**config.mk**
```make
export PLATFORM = sky130hd
export DESIGN_NAME = page_replacement_engine_top
export DESIGN_NICKNAME = d
export VERILOG_FILES = /design/src/rtl/pre_pkg.sv /design/src/rtl/pre_ram.sv /design/src/rtl/page_replacement_engine_top.sv
export SDC_FILE = /design/constraint.sdc
export NUM_CORES = 1
export LEC_CHECK = 0
export ABC_AREA = 1
export BUFFER_PORTS_ARGS = -buffer_cell sky130_fd_sc_hd__clkbuf_2
export CORE_MARGIN = 5
export CORE_UTILIZATION = 55
export DETAILED_ROUTE_END_ITERATION = 8
export HOLD_SLACK_MARGIN = 0.05
export PLACE_DENSITY = 0.75
export SETUP_SLACK_MARGIN = 0.02
export SYNTH_ARGS = -nofsm -noshare
export SYNTH_HDL_FRONTEND = slang
export SYNTH_HIERARCHICAL = 1
export SYNTH_SLANG_ARGS = --single-unit
```
**constraint.sdc**
```tcl
create_clock -name clk -period 5.3 [get_ports clk]
set_input_delay 0.53 -clock clk [delete_from_list [all_inputs] [get_ports clk]]
set_output_delay 0.53 -clock clk [all_outputs]
set_load 0.1 [all_outputs]
```
**src/rtl/pre_pkg.sv**
```systemverilog
package pre_pkg;

    localparam int FRAMES_DEF    = 16;
    localparam int PAGE_BITS_DEF = 16;

    localparam int PAGE_W       = 16;
    localparam int SLOT_W       = 4;
    localparam int TOTAL_W      = 32;
    localparam int POLICY_W     = 2;
    localparam int FRAMES_CFG_W = 5;
    localparam int CFG_IDX_W    = 1;
    localparam int CFG_DATA_W   = 5;
    localparam int S_TDATA_W    = 16;
    localparam int M_TDATA_W    = 56;

    localparam logic [POLICY_W-1:0] POL_FIFO = 2'd0;
    localparam logic [POLICY_W-1:0] POL_LRU  = 2'd1;

    localparam logic [CFG_IDX_W-1:0] CFG_POLICY = 1'b0;
    localparam logic [CFG_IDX_W-1:0] CFG_FRAMES = 1'b1;

    localparam logic [POLICY_W-1:0]     POLICY_RESET = POL_FIFO;
    localparam logic [FRAMES_CFG_W-1:0] FRAMES_RESET = 5'd16;

    typedef enum logic [3:0] {
        S_IDLE,
        S_SCAN,
        S_DECIDE,
        S_SWEEP,
        S_EVRD,
        S_EVWR,
        S_TOUCH,
        S_TOUCH_END,
        S_DONE
    } pre_state_t;

endpackage

```
**src/rtl/pre_ram.sv**
```systemverilog
module pre_ram #(
    parameter int WIDTH = 16,
    parameter int DEPTH = 16,
    parameter int AW    = (DEPTH > 1) ? $clog2(DEPTH) : 1
) (
    input  logic             clk,
    input  logic             we,
    input  logic [AW-1:0]    waddr,
    input  logic [WIDTH-1:0] wdata,
    input  logic [AW-1:0]    raddr,
    output logic [WIDTH-1:0] rdata
);

    logic [WIDTH-1:0] mem_reg [DEPTH];
    logic [WIDTH-1:0] rdata_reg;

    always_ff @(posedge clk)
    begin
        if (we)
        begin
            mem_reg[waddr] <= wdata;
        end
        rdata_reg <= mem_reg[raddr];
    end

    assign rdata = rdata_reg;

endmodule

```
**src/rtl/page_replacement_engine_top.sv**
```systemverilog
// Page replacement engine: each word on s names a page; the block looks it up among the
// first frames_in_use frames (FIFO, LRU or CLOCK policy, chosen by the policy register) and returns
// one word on m with hit, fault, frame, evicted page and the saturating fault total. The
// lookup walks the frame memory one frame per cycle through its single read port. A miss
// then reads and rewrites the chosen frame, a CLOCK miss first sweeps the hand past frames
// whose use bit is set, clearing it, and under LRU a hit or a miss adds a pass that re-ranks
// every frame. One word is in flight at a time; s_tready is high only while the engine is
// idle, from the cycle after the result is loaded, and a result still held by m_tready keeps
// the next one waiting in its last state. Configuration writes are accepted every cycle.
module page_replacement_engine_top
    import pre_pkg::*;
#(
    parameter int FRAMES    = FRAMES_DEF,
    parameter int PAGE_BITS = PAGE_BITS_DEF
) (
    input  logic                  clk,
    input  logic                  rst_n,
    input  logic                  s_tvalid,
    output logic                  s_tready,
    // page_number
    input  logic [S_TDATA_W-1:0]  s_tdata,
    output logic                  m_tvalid,
    input  logic                  m_tready,
    // hit, fault, frame_slot, evicted_valid, evicted_page, fault_total, zero pad
    output logic [M_TDATA_W-1:0]  m_tdata,
    input  logic                  cfg_valid,
    output logic                  cfg_ready,
    input  logic [CFG_IDX_W-1:0]  cfg_index,
    input  logic [CFG_DATA_W-1:0] cfg_data
);

    localparam int FW = (FRAMES > 1) ? $clog2(FRAMES) : 1;
    localparam int CW = $clog2(FRAMES + 1);

    pre_state_t state_reg, state_next;

    logic [POLICY_W-1:0]     policy_reg, policy_next;
    logic [FRAMES_CFG_W-1:0] frames_reg, frames_next;

    logic [PAGE_BITS-1:0] page_reg, page_next;
    logic [FW-1:0]        hand_reg, hand_next;
    logic [CW-1:0]        scan_reg, scan_next;
    logic                 chk_reg, chk_next;
    logic [FW-1:0]        chk_idx_reg, chk_idx_next;
    logic                 hit_reg, hit_next;
    logic [FW-1:0]        hit_idx_reg, hit_idx_next;
    logic [FW-1:0]        hit_rank_reg, hit_rank_next;
    logic                 inv_found_reg, inv_found_next;
    logic [FW-1:0]        inv_idx_reg, inv_idx_next;
    logic [FW-1:0]        best_idx_reg, best_idx_next;
    logic [FW-1:0]        best_rank_reg, best_rank_next;
    logic [FW-1:0]        slot_reg, slot_next;
    logic                 wasv_reg, wasv_next;
    logic [FW-1:0]        old_rank_reg, old_rank_next;
    logic [FW-1:0]        k_reg, k_next;
    logic                 replaced_reg, replaced_next;
    logic [PAGE_BITS-1:0] evicted_reg, evicted_next;
    logic [TOTAL_W-1:0]   fault_cnt_reg, fault_cnt_next;
    logic [FRAMES-1:0]    valid_reg, valid_next;
    logic [FRAMES-1:0]    use_reg, use_next;
    logic [FRAMES-1:0]    rank_wr_reg, rank_wr_next;
    logic                 out_valid_reg, out_valid_next;
    logic [M_TDATA_W-1:0] out_word_reg, out_word_next;

    // frame memories
    logic                 page_we;
    logic [FW-1:0]        page_raddr;
    logic [PAGE_BITS-1:0] page_rdata;
    logic                 rank_we;
    logic [FW-1:0]        rank_waddr;
    logic [FW-1:0]        rank_wdata;
    logic [FW-1:0]        rank_rdata;

    // derived values
    logic [31:0]          fin32;
    logic [31:0]          n32;
    logic [31:0]          n32m1;
    logic [CW-1:0]        n_cur;
    logic [FW-1:0]        nm1_cur;
    logic                 is_fifo;
    logic                 is_lru;
    logic                 scan_more;
    logic                 chk_last;
    logic [FW-1:0]        rank_eff;
    logic                 page_match;
    logic [FW-1:0]        slot_inc;
    logic [FW-1:0]        hand_inc;
    logic                 touch_dec;
    logic                 out_load;
    logic [31:0]          in32;
    logic [31:0]          slot32;
    logic [31:0]          ev32;

    pre_ram #(
        .WIDTH (PAGE_BITS),
        .DEPTH (FRAMES),
        .AW    (FW)
    ) u_page_ram (
        .clk   (clk),
        .we    (page_we),
        .waddr (slot_reg),
        .wdata (page_reg),
        .raddr (page_raddr),
        .rdata (page_rdata)
    );

    pre_ram #(
        .WIDTH (FW),
        .DEPTH (FRAMES),
        .AW    (FW)
    ) u_rank_ram (
        .clk   (clk),
        .we    (rank_we),
        .waddr (rank_waddr),
        .wdata (rank_wdata),
        .raddr (scan_reg[FW-1:0]),
        .rdata (rank_rdata)
    );

    assign fin32   = 32'(frames_reg);
    assign n32     = (fin32 == 32'd0) ? 32'd1 : ((fin32 > FRAMES) ? 32'(FRAMES) : fin32);
    assign n32m1   = n32 - 32'd1;
    assign n_cur   = n32[CW-1:0];
    assign nm1_cur = n32m1[FW-1:0];

    assign is_fifo    = (policy_reg == POL_FIFO);
    assign is_lru     = (policy_reg == POL_LRU);
    assign scan_more  = (scan_reg < n_cur);
    assign chk_last   = chk_reg && (chk_idx_reg == nm1_cur);
    assign rank_eff   = rank_wr_reg[chk_idx_reg] ? rank_rdata : '0;
    assign page_match = valid_reg[chk_idx_reg] && (page_rdata == page_reg);
    assign slot_inc   = (slot_reg == nm1_cur) ? '0 : slot_reg + FW'(1);
    assign hand_inc   = (hand_reg == nm1_cur) ? '0 : hand_reg + FW'(1);
    assign touch_dec  = chk_reg && (chk_idx_reg != slot_reg) && valid_reg[chk_idx_reg]
                        && wasv_reg && (rank_eff > old_rank_reg);
    assign out_load   = (state_reg == S_DONE) && (!out_valid_reg || m_tready);

    assign in32   = 32'(s_tdata);
    assign slot32 = 32'(slot_reg);
    assign ev32   = 32'(evicted_reg);

    assign s_tready  = (state_reg == S_IDLE);
    assign cfg_ready = 1'b1;
    assign m_tvalid  = out_valid_reg;
    assign m_tdata   = out_word_reg;

    // next state
    always_comb
    begin
        state_next = state_reg;
        case (state_reg)
            S_IDLE:
            begin
                if (s_tvalid)
                begin
                    state_next = S_SCAN;
                end
            end
            S_SCAN:
            begin
                if (chk_last)
                begin
                    state_next = S_DECIDE;
                end
            end
            S_DECIDE:
            begin
                if (hit_reg)
                begin
                    state_next = is_lru ? S_TOUCH : S_DONE;
                end
                else if (is_fifo || is_lru)
                begin
                    state_next = S_EVRD;
                end
                else
                begin
                    state_next = S_SWEEP;
                end
            end
            S_SWEEP:
            begin
                if (!(scan_more && use_reg[slot_reg]))
                begin
                    state_next = S_EVRD;
                end
            end
            S_EVRD:
            begin
                state_next = S_EVWR;
            end
            S_EVWR:
            begin
                state_next = is_lru ? S_TOUCH : S_DONE;
            end
            S_TOUCH:
            begin
                if (chk_last)
                begin
                    state_next = S_TOUCH_END;
                end
            end
            S_TOUCH_END:
            begin
                state_next = S_DONE;
            end
            S_DONE:
            begin
                if (out_load)
                begin
                    state_next = S_IDLE;
                end
            end
            default:
            begin
                state_next = S_IDLE;
            end
        endcase
    end

    // memory controls
    always_comb
    begin
        page_we    = 1'b0;
        page_raddr = scan_reg[FW-1:0];
        rank_we    = 1'b0;
        rank_waddr = chk_idx_reg;
        rank_wdata = rank_eff - FW'(1);
        case (state_reg)
            S_EVRD:
            begin
                page_raddr = slot_reg;
            end
            S_EVWR:
            begin
                page_we = 1'b1;
            end
            S_TOUCH:
            begin
                rank_we = touch_dec;
            end
            S_TOUCH_END:
            begin
                rank_we    = 1'b1;
                rank_waddr = slot_reg;
                rank_wdata = k_reg;
            end
            default:
            begin
                page_we = 1'b0;
            end
        endcase
    end

    // datapath
    always_comb
    begin
        policy_next    = policy_reg;
        frames_next    = frames_reg;
        page_next      = page_reg;
        hand_next      = hand_reg;
        scan_next      = scan_reg;
        chk_next       = 1'b0;
        chk_idx_next   = chk_idx_reg;
        hit_next       = hit_reg;
        hit_idx_next   = hit_idx_reg;
        hit_rank_next  = hit_rank_reg;
        inv_found_next = inv_found_reg;
        inv_idx_next   = inv_idx_reg;
        best_idx_next  = best_idx_reg;
        best_rank_next = best_rank_reg;
        slot_next      = slot_reg;
        wasv_next      = wasv_reg;
        old_rank_next  = old_rank_reg;
        k_next         = k_reg;
        replaced_next  = replaced_reg;
        evicted_next   = evicted_reg;
        fault_cnt_next = fault_cnt_reg;
        valid_next     = valid_reg;
        use_next       = use_reg;
        rank_wr_next   = rank_wr_reg;
        out_valid_next = out_valid_reg;
        out_word_next  = out_word_reg;

        if (cfg_valid)
        begin
            case (cfg_index)
                CFG_POLICY: policy_next = cfg_data[POLICY_W-1:0];
                CFG_FRAMES: frames_next = cfg_data[FRAMES_CFG_W-1:0];
                default:    policy_next = policy_reg;
            endcase
        end

        if (out_valid_reg && m_tready)
        begin
            out_valid_next = 1'b0;
        end

        if (rank_we)
        begin
            rank_wr_next[rank_waddr] = 1'b1;
        end

        case (state_reg)
            S_IDLE:
            begin
                if (s_tvalid)
                begin
                    page_next      = in32[PAGE_BITS-1:0];
                    hand_next      = (hand_reg > nm1_cur) ? '0 : hand_reg;
                    scan_next      = '0;
                    hit_next       = 1'b0;
                    inv_found_next = 1'b0;
                end
            end
            S_SCAN, S_TOUCH:
            begin
                if (scan_more)
                begin
                    chk_next     = 1'b1;
                    chk_idx_next = scan_reg[FW-1:0];
                    scan_next    = scan_reg + CW'(1);
                end
                if (chk_reg && (state_reg == S_SCAN))
                begin
                    if (page_match && !hit_reg)
                    begin
                        hit_next      = 1'b1;
                        hit_idx_next  = chk_idx_reg;
                        hit_rank_next = rank_eff;
                    end
                    if (!valid_reg[chk_idx_reg] && !inv_found_reg)
                    begin
                        inv_found_next = 1'b1;
                        inv_idx_next   = chk_idx_reg;
                    end
                    if ((chk_idx_reg == '0) || (rank_eff < best_rank_reg))
                    begin
                        best_idx_next  = chk_idx_reg;
                        best_rank_next = rank_eff;
                    end
                end
                if (chk_reg && (state_reg == S_TOUCH))
                begin
                    if ((chk_idx_reg != slot_reg) && valid_reg[chk_idx_reg])
                    begin
                        k_next = k_reg + FW'(1);
                    end
                end
            end
            S_DECIDE:
            begin
                scan_next = '0;
                k_next    = '0;
                if (hit_reg)
                begin
                    slot_next     = hit_idx_reg;
                    wasv_next     = 1'b1;
                    old_rank_next = hit_rank_reg;
                    replaced_next = 1'b0;
                    evicted_next  = '0;
                    if (!is_fifo && !is_lru)
                    begin
                        use_next[hit_idx_reg] = 1'b1;
                    end
                end
                else if (is_fifo)
                begin
                    slot_next = hand_reg;
                    hand_next = hand_inc;
                end
                else if (is_lru)
                begin
                    slot_next     = inv_found_reg ? inv_idx_reg : best_idx_reg;
                    old_rank_next = best_rank_reg;
                end
                else
                begin
                    slot_next = hand_reg;
                end
            end
            S_SWEEP:
            begin
                if (scan_more && use_reg[slot_reg])
                begin
                    use_next[slot_reg] = 1'b0;
                    slot_next          = slot_inc;
                    scan_next          = scan_reg + CW'(1);
                end
                else
                begin
                    use_next[slot_reg] = 1'b1;
                    hand_next          = slot_inc;
                end
            end
            S_EVWR:
            begin
                wasv_next            = valid_reg[slot_reg];
                valid_next[slot_reg] = 1'b1;
                scan_next            = '0;
                k_next               = '0;
                if (valid_reg[slot_reg])
                begin
                    replaced_next = 1'b1;
                    evicted_next  = page_rdata;
                    if (fault_cnt_reg != '1)
                    begin
                        fault_cnt_next = fault_cnt_reg + TOTAL_W'(1);
                    end
                end
                else
                begin
                    replaced_next = 1'b0;
                    evicted_next  = '0;
                end
            end
            S_DONE:
            begin
                if (out_load)
                begin
                    out_valid_next = 1'b1;
                    out_word_next  = {1'b0, fault_cnt_reg, ev32[PAGE_W-1:0], replaced_reg,
                                      slot32[SLOT_W-1:0], replaced_reg, hit_reg};
                end
            end
            default:
            begin
                chk_next = 1'b0;
            end
        endcase
    end

    // control registers
    always_ff @(posedge clk or negedge rst_n)
    begin
        if (!rst_n)
        begin
            state_reg      <= S_IDLE;
            policy_reg     <= POLICY_RESET;
            frames_reg     <= FRAMES_RESET;
            hand_reg       <= '0;
            scan_reg       <= '0;
            chk_reg        <= 1'b0;
            hit_reg        <= 1'b0;
            inv_found_reg  <= 1'b0;
            fault_cnt_reg  <= '0;
            valid_reg      <= '0;
            use_reg        <= '0;
            rank_wr_reg    <= '0;
            out_valid_reg  <= 1'b0;
        end
        else
        begin
            state_reg      <= state_next;
            policy_reg     <= policy_next;
            frames_reg     <= frames_next;
            hand_reg       <= hand_next;
            scan_reg       <= scan_next;
            chk_reg        <= chk_next;
            hit_reg        <= hit_next;
            inv_found_reg  <= inv_found_next;
            fault_cnt_reg  <= fault_cnt_next;
            valid_reg      <= valid_next;
            use_reg        <= use_next;
            rank_wr_reg    <= rank_wr_next;
            out_valid_reg  <= out_valid_next;
        end
    end

    // payload registers
    always_ff @(posedge clk)
    begin
        page_reg      <= page_next;
        chk_idx_reg   <= chk_idx_next;
        hit_idx_reg   <= hit_idx_next;
        hit_rank_reg  <= hit_rank_next;
        inv_idx_reg   <= inv_idx_next;
        best_idx_reg  <= best_idx_next;
        best_rank_reg <= best_rank_next;
        slot_reg      <= slot_next;
        wasv_reg      <= wasv_next;
        old_rank_reg  <= old_rank_next;
        k_reg         <= k_next;
        replaced_reg  <= replaced_next;
        evicted_reg   <= evicted_next;
        out_word_reg  <= out_word_next;
    end

endmodule
```
# After elaboration in Yosys (flattened, before gate mapping)
# Memories as Yosys holds them, arrays and structs flattened. A register that Yosys moved wholly into a read port is not among the register bits.
# Index checks and enable logic that the tools add are counted.
[classes] n_addsub=7 order_cmp=12 eq_ne=33 n_mux=83 n_bitwise=7 n_reduce_logical=59
[op_table] op="$mux W4" n=28
[op_table] op="$mux W16" n=5
[op_table] op="$or A16 B16 Y16" n=4
[op_table] op="$pmux W16 S2" n=2
[op_table] op="$pmux W4 S9" n=1
[op_table] op="$ne A2 B2 Y1 const B" n=17
[op_table] op="$add A32 B1 Y32 const B" n=1
[op_table] op="$logic_not A32 Y1" n=1
[op_table] op="$ne A32 B32 Y1 const B" n=1
[op_table] op="$mux W1" n=25
[op_table] op="$mux W5" n=5
[op_table] op="$reduce_and A3 Y1" n=7
[op_table] op="$lt A4 B5 Y1 const B" n=4
[op_table] op="$pmux W5 S4" n=1
[op_table] op="$logic_and A1 B1 Y1" n=18
[op_table] op="$and A16 B16 Y16" n=1
[op_table] op="$bmux W1 S4" n=4
[op_table] op="$eq A16 B16 Y1" n=1
[op_table] op="$eq A4 B3 Y1 const B" n=4
[op_table] op="$not A16 Y16" n=1
[op_table] op="$pmux W4 S2" n=2
[op_table] op="$reduce_and A2 Y1" n=7
[op_table] op="$add A4 B1 Y4 const B" n=3
[op_table] op="$demux W1 S4" n=3
[op_table] op="other kinds (29)" n=55
[totals] register_bits=229 ram_bits=320 in_bits=27 out_inout_bits=59 word_cells=230 mem_count=2
[mem_list] name="u_page_ram.mem_reg" depth=16 width=16 rd=1 rd_clocked_by_memory_dff=1 write_ports=1 line="pre_ram.sv:14" rtl="logic [WIDTH-1:0] mem_reg [DEPTH];"
[mem_list] name="u_rank_ram.mem_reg" depth=16 width=4 rd=1 rd_clocked_by_memory_dff=1 write_ports=1 line="pre_ram.sv:14"

# Logic depth before layout (Yosys ltp)
# Gate-level depths: netlist (run 1).
[logic_depth] depth_word=9 ltp_mapped=20 ltp_nobuf=18

# Modules after synthesis
# The synthesis (run 1) kept the hierarchy.
[modules_own_cells] module="pre_ram at u_page_ram" instances=1 cells_each=1074 area_per_inst_um2=11380.9
[modules_own_cells] module="page_replacement_engine_top" instances=1 cells_each=1180 area_per_inst_um2=11193.2
[modules_own_cells] module="pre_ram at u_rank_ram" instances=1 cells_each=290 area_per_inst_um2=2966.6

# Worst setup path after synthesis (run 1)
# Ideal clock, no wire load.
[synth_timing] kind="flip-flop to flip-flop" from="register state_reg[0]" to="register out_word_reg[0] (netlist: m_tdata[0]) (enable)" setup_time_ns=0.466 t_arrival_ns=3.280 t_required_ns=4.834 path_slack_ns=1.554 path_stages_with_launch=7 path_buffers=1 synth_period_minus_slack_ns=3.746 cell_sequence="dfrtp_1 -> buf_2 -> nor2_1 -> inv_1 -> nor3_1 -> inv_1 -> nor2_1"
[synth_via] elab_chain_len=3
[synth_lines] item="start, declared" line="page_replacement_engine_top.sv:35" rtl="pre_state_t state_reg, state_next;"
[synth_lines] item="start signal, assigned" line="page_replacement_engine_top.sv:454" rtl="state_reg <= state_next;"
[synth_lines] item="$eq A4 B4 Y1 (*)" line="page_replacement_engine_top.sv:136, page_replacement_engine_top.sv:304"
[synth_lines] item="$logic_and A1 B1 Y1" line="page_replacement_engine_top.sv:136" rtl="assign out_load = (state_reg == S_DONE) && (!out_valid_reg || m_tready);"
[synth_lines] item="$reduce_and A2 Y1 (no source line) (*)"
[synth_lines] item="end signal, assigned" line="page_replacement_engine_top.sv:486" rtl="out_word_reg <= out_word_next;"
[synth_lines] item="end, declared" line="page_replacement_engine_top.sv:63" rtl="logic [M_TDATA_W-1:0] out_word_reg, out_word_next;"
# Every way passes the cells marked *; elsewhere a longest branch is shown, timed or not.
# A chain may end at the register's enable or synchronous reset.

# Worst setup path after layout (run 1)
[layout_timing] from="register chk_idx_reg[0]" to="memory u_rank_ram/mem_reg[13][0] (netlist name) (enable)"
[layout_via] elab_chain_len=8 word_cells_on_any_way=15
[layout_lines] item="start, declared" line="page_replacement_engine_top.sv:44" rtl="logic [FW-1:0] chk_idx_reg, chk_idx_next;"
[layout_lines] item="start signal, assigned" line="page_replacement_engine_top.sv:474" rtl="chk_idx_reg <= chk_idx_next;"
[layout_lines] item="$bmux W1 S4" line="page_replacement_engine_top.sv:130" rtl="assign rank_eff = rank_wr_reg[chk_idx_reg] ? rank_rdata : '0;"
[layout_lines] item="$mux W1 (implied by the code)" line="page_replacement_engine_top.sv:130"
[layout_lines] item="$mux W4" line="page_replacement_engine_top.sv:130"
[layout_lines] item="named net rank_eff[3]" line="page_replacement_engine_top.sv:84" rtl="logic [FW-1:0] rank_eff;"
[layout_lines] item="$gt A4 B4 Y1" line="page_replacement_engine_top.sv:135" rtl="&& wasv_reg && (rank_eff > old_rank_reg);"
[layout_lines] item="$logic_and A1 B1 Y1" line="page_replacement_engine_top.sv:135"
[layout_lines] item="$pmux W1 S2" line="page_replacement_engine_top.sv:229" rtl="case (state_reg)"
[layout_lines] item="$mux W1" line="pre_ram.sv:19" rtl="if (we)"
[layout_lines] item="$mux W1 (implied by the code)" line="pre_ram.sv:21" rtl="mem_reg[waddr] <= wdata;"
[layout_lines] item="end, declared" line="pre_ram.sv:14"
# The timed path passes the listed nets, and every way through them passes these cells. The select of a mux whose other input is x is not followed.

==> impl_metrics.yaml, run 1 <==
outcome:
  status: "finished clean"
timing:
  relSlewSlack_pct: 15.4
  finalHoldViolations: 0
  fin_worst_skew_ps: 19.4
  setup-violations-final: 0
  final.period_utilization_pct: 78.1
  worstMarginPinSlew_ps: 1260
  final_max_slew_viol_count: 0
  fin_crit_ps: 4140
  fmax_ghz: 0.242
  holdWs_ps: 96.2
  rsz0062_at_grt: "false"
  setup_slack_ps: 1160
  final.setup.tns_ps: 0
grt:
  antenna_found_initial: 1
  grt_pass1_vias: 17500
  grt_start_max_net_pins: 107
  grt_pass1_wl_mm: 95.9
  grt_overflow: 0
  grt_usage_pct: 23.9
cells_and_area:
  num-fill-cells: 3680
  utilization_pct: 61.3
  layout_commonest_cell: "nand2_1"
  drive_gt1_share_pct: 10.7
  final_nets: 2682
  final_cell_mix: "nand2_1, edfxtp_1, inv_1"
  insertedDiodeCount: 0
  largest_reg_flops: 256
  area_delta_synth_final_pct: 11.1
floorplan:
  die_height_um: 225
  core_area_um2: 46300
  initial_core_util_pct: 55.2
  dieWidth_um: 225
  die_area_um2: 50800
  pin_count: 86
  rows: 79
min_path:
  hold_path_depth: 1
  hold_path.class: "input port to flop"
yosys:
  synthFlopType: "edfxtp_1"
  syn_nets: 2596
  netlist_instances: 2544
  synth_edf_count: 444
  syn_avg_cell_area_um2: 10.0
  syn_area_um2: 25500
  yosysUniqueCellTypes: 50
  ys_seq_area_share_pct: 64.0
  synth_seq_cells: 568
  synthArstFlopShare_pct: 18.3
  synth-warning-count: 6
placement:
  pre_cts_ws_ps: 1280
  dp_hpwl_mm: 38.6
  portBuffers: 83
  gp_congestion: 0.917
power_and_ir_drop:
  cellPowerDensity_nw_per_um2: 491
  p_leak_nw: 12.1
  peakVddDrop_v: 0.000362
clock_network:
  cts_tree: "built"
  cts.path.max_buffers: 3
  cts.sinks: 568
  clk_latency_ps: 620
  htree_levels: 2
  numCtsBuffers: 56
  root_buffer: "clkbuf_16"
  cts_resized: 0
  path_clk_slew_ps: 60
route:
  antenna_left: 0
  vias: 18300
  avgRoutedWirePerCell_um: 18.7
  viasPerCell: 5.57
  drc: 0
  routed_wl_mm: 61.4
  drt_iter0_markers: 1977
  drtPass1Iterations: 8
setup_path:
  crit_type: "flop to flop"
  worstPathMaxFanout: 27
  critPathSlowestCell: "edfxtp_1"
  critPathMaxStageDelay_ps: 900
  worstPathRequired_ps: 5570
  worst-r2r-cell-count: 16
  crit_path_end_kind: "flop"
  path_cells: "inv_2 > nand2_1 > nand3_1 > nand3_1 > nand3_1 > nand2_1 > inv_1 > nor2_1 > ha_1 > nand2_1 > o21ai_0 > a21oi_1 > nand3_1 > nand2_1 > nand3_1 > nor2_1"
  worstSetupStartpointType: "flop"
  crit_top_cell: "nand3_1"
  critPathArrivalTime_ps: 4400
run:
  maxCapViolCount: 0
==> cells by family after synthesis <==
| logic type | count (synthesis) | share of synthesized area [%] |
|---|---|---|
| and+or+nand+nor | 1206 | 20.3 |
| DFF | 568 | 64.0 |
| buffers and inverters | 489 | 8.26 |
| AOI/OAI and AO/OA | 200 | 4.37 |
| xor gates and xnor gates | 53 | 1.85 |
| adders and majority gates | 25 | 1.22 |
| other | 2 | 0.0294 |
| muxes | 1 | 0.0441 |
==> repair_timing <==
action | CTS | global route
setup buffers | 0 | 0
hold buffers | 1 | 0
endpoints found under the hold margin | 55 | 0
==> Yosys cell counts (all sizes together) (2+ instances only) <==
cell type,n,area (µm²)
ha,25,313
clkbuf,16,60.1
nor3,19,110
edfxtp,444,13300
inv,398,1500
nor2,155,657
nand2,697,2660
o21bai,9,67.6
or2,4,25.0
a31oi,9,56.3
conb,2,7.51
nand4,17,106
a21oi,55,279
o22ai,2,12.5
o211ai,17,148
nor4,5,37.5
o21ai,105,529
dfrtp,103,2580
dfxtp,20,400
xor2,37,332
nand3b,4,30.0
nand3,305,1550
buf,75,548
xnor2,16,140
==> power by group <==
group,switching (mW),leakage [nW],internal (mW)
Combinational,2.81,5.65,1.05
Sequential,0.452,5.57,5.58
Clock,1.68,0.911,2.37
==> path summary, 6_finish.rpt <==
| check | startpoint | end | slack [ps] |
|---|---|---|---|
| min in group asynchronous | rst_n | fault_cnt_reg[23] | 520 |
| worst max register to register | chk_idx_reg[0] | u_rank_ram/mem_reg[13][0] | 1160 |
| worst max-delay path | chk_idx_reg[0] | u_rank_ram/mem_reg[13][0] | 1160 |
| worst min register to register | evicted_reg[4] | m_tdata[11] | 410 |
| max in group asynchronous | rst_n | rank_wr_reg[1] | 3600 |
| worst min-delay path | s_tdata[8] | page_reg[8] | 100 |
==> cell type report <==
cell class	count	area, µm²	area share [%]
multi-input cells	1487	7170	25.3
repair buffers	119	703	2.48
flip-flops and latches	568	16300	57.6
clock buffers	73	1560	5.49
inverters	398	1500	5.30
well taps	607	759	2.68
clock inverters	33	339	1.20
==> through the flow <==
stage	total power, mW	std cells	instance area [µm²]
floorplan	8.85	2544	25500
global placement	9.77	3178	26500
detailed placement	9.89	3178	26500
CTS	13.9	3285	28400
global route	14.6	3285	28400
finish	13.9	3285	28400
==> critical path: cells and delay by family (launching register included) <==
kind	cells	cell delay (ps)
compound gates	2	210
simple gates	11	2050
flops	1	900
fa+ha+maj	1	320
buf+inv	2	320
==> metal layers <==
layer  GRT usage [%]  up-vias  wire length (µm)
met5               0        -                 0
met4            7.07        0              1730
met3            5.12      140              6290
met2            38.0      923             28700
met1            33.6     8737             24600
li1                -     8489                 -
(Power assumes the default switching activity.)
==> inputs of run 2 (changes only) <==
==> constraint.sdc (replaced) <==
create_clock -name clk -period 3.84 [get_ports clk]
set_input_delay 0.384 -clock clk [delete_from_list [all_inputs] [get_ports clk]]
set_output_delay 0.384 -clock clk [all_outputs]
set_load 0.1 [all_outputs]
==> run 2 against run 1 <==
Register-to-register slack worse by 810 ps. Final area is 1.3% higher. Flip-flop and latch count stayed put. Non-clock buffer count is 34 higher. Combinational power is 43% higher. Clock-buffer cell count is 4 lower. Clock skew is 0.71 ps lower. Worst hold slack worse by 8.2 ps. Sequential power is 37% higher. Global-route usage is 0.20 points higher. First-iteration DRC count is 6.9% higher. Cell count is 0.97% higher. Critical path type unchanged. Critical endpoint is now u_rank_ram/mem_reg[10][3]. Largest power group unchanged. Highest routed layer is now met5.
==> impl_metrics.yaml, run 2 (synthesized netlist as in run 1, its figures left out) <==
outcome:
  status: "finished clean"
floorplan:
  die_height_um: 225
  initial_core_util_pct: 55.2
  rows: 79
  core_area_um2: 46300
  dieWidth_um: 225
  die_area_um2: 50800
  pin_count: 86
timing:
  fin_worst_skew_ps: 18.7
  holdWs_ps: 87.9
  final.setup.tns_ps: 0
  setup-violations-final: 0
  final.period_utilization_pct: 90.9
  fmax_ghz: 0.287
  final_max_slew_viol_count: 0
  fin_crit_ps: 3490
  relSlewSlack_pct: 37.1
  rsz0062_at_grt: "false"
  finalHoldViolations: 0
  worstMarginPinSlew_ps: 942
clock_network:
  numCtsBuffers: 57
  cts_setup_buffers: 0
  cts.path.max_buffers: 3
  htree_levels: 2
  root_buffer: "clkbuf_16"
  path_clk_slew_ps: 60
  cts.sinks: 568
  cts_tree: "built"
  clk_latency_ps: 610
route:
  drtPass1Iterations: 6
  avgRoutedWirePerCell_um: 18.6
  routed_wl_mm: 61.5
  viasPerCell: 5.49
  drc: 0
  drt_iter0_markers: 2114
  antenna_left: 0
  vias: 18200
min_path:
  hold_path.class: "input port to flop"
  hold_path_depth: 3
power_and_ir_drop:
  peakVddDrop_v: 0.000453
  cellPowerDensity_nw_per_um2: 677
  p_leak_nw: 12.3
cells_and_area:
  design_area_um2: 28800
  layout_commonest_cell: "nand2_1"
  final_cell_mix: "nand2_1, edfxtp_1, inv_1"
  num-fill-cells: 3621
  insertedDiodeCount: 0
  finalNonFillerCells: 3317
  final_nets: 2717
  area_delta_synth_final_pct: 12.6
  drive_gt1_share_pct: 11.0
  largest_reg_flops: 256
grt:
  grt_start_max_net_pins: 77
  grt_overflow: 0
  grt_pass1_vias: 17700
  grt_pass1_wl_mm: 96.3
  grt_usage_pct: 24.1
  antenna_found_initial: 1
setup_path:
  critPathArrivalTime_ps: 3750
  worstSetupStartpointType: "flop"
  crit_type: "flop to flop"
  worstPathRequired_ps: 4100
  crit_path_end_kind: "flop"
  worstPathMaxFanout: 14
  worst-r2r-cell-count: 17
placement:
  place_area_um2: 26600
  dp_hpwl_mm: 38.8
  place_inst: 3192
  portBuffers: 83
  gp_congestion: 0.927
run:
  maxCapViolCount: 0
run 2: cell count changes in the layout (fill, tap and decap cells not counted), moves of 2 or more:
cell,delta
buf_12,+3
buf_4,+11
bufinv_16,+3
clkbuf_1,-2
clkbuf_8,-2
clkinv_1,+4
clkinvlp_4,-5
dlygate4sd3_1,+20
run 2: stage by stage:
step / setup WS [ps] / util (%) / total power, mW
after global routing: 33.1 / 62.2 / 20.5
after floorplan: 94.3 / - / 12.2
final: 351 / 62.2 / 19.5
after detailed placement: 378 / 57.5 / 13.7
after CTS: 316 / 62.1 / 19.5
after global placement: 544 / 57.5 / 13.6
run 2: final timing paths:
path                           startpoint                   endpoint  slack (ps)
setup / recovery           chk_idx_reg[0]  u_rank_ram/mem_reg[10][3]         350
hold / removal                cfg_data[0]              policy_reg[0]          90
setup reg to reg           chk_idx_reg[0]  u_rank_ram/mem_reg[10][3]         350
hold reg to reg            evicted_reg[0]                 m_tdata[7]         420
max in group asynchronous           rst_n              frames_reg[4]        2510
min in group asynchronous           rst_n          fault_cnt_reg[26]         410
run 2: routing by layer:
layer | wire, µm | GRT usage [%]
met5 | 12 | 0
met4 | 1790 | 6.60
met3 | 5870 | 5.13
met2 | 29100 | 39.4
met1 | 24700 | 33.2
run 2: final cells by class:
cell class	count	area [µm²]	share of cell area [%]
Sequential cell	568	16300	56.8
Multi-Input combinational cell	1487	7180	25.0
Clock buffer	69	1520	5.30
Inverter	398	1500	5.23
Timing Repair Buffer	153	1050	3.64
Tap cell	607	759	2.64
Clock inverter	35	408	1.42
run 2: critical path, cell delays in order, from the launching register on:
cell      delay [ps]
edfxtp_1         540
inv_2            250
nand2_1           70
nand2_1           70
nand2_1           50
nand2_1           70
a21oi_1           40
nand2_1          140
inv_1             60
nor2_1           320
ha_1             330
nand2_1           80
o21ai_0           90
a21oi_1          120
nand3_1           90
nand2_1          260
nand3b_1         210
nor2_1           360
run 2: timing repair:
| action | in CTS | in global routing |
|---|---|---|
| hold endpoints to repair | 77 | 0 |
| endpoints found under the setup margin | 0 | 4 |
| resized for setup | 0 | 1 |
| hold buffers | 21 | 0 |
run 2: where the power goes:
group / total [mW] / switching (mW) / internal (mW)
Sequential: 8.26 / 0.569 / 7.69
Combinational: 5.51 / 3.98 / 1.53
Clock: 5.70 / 2.28 / 3.41
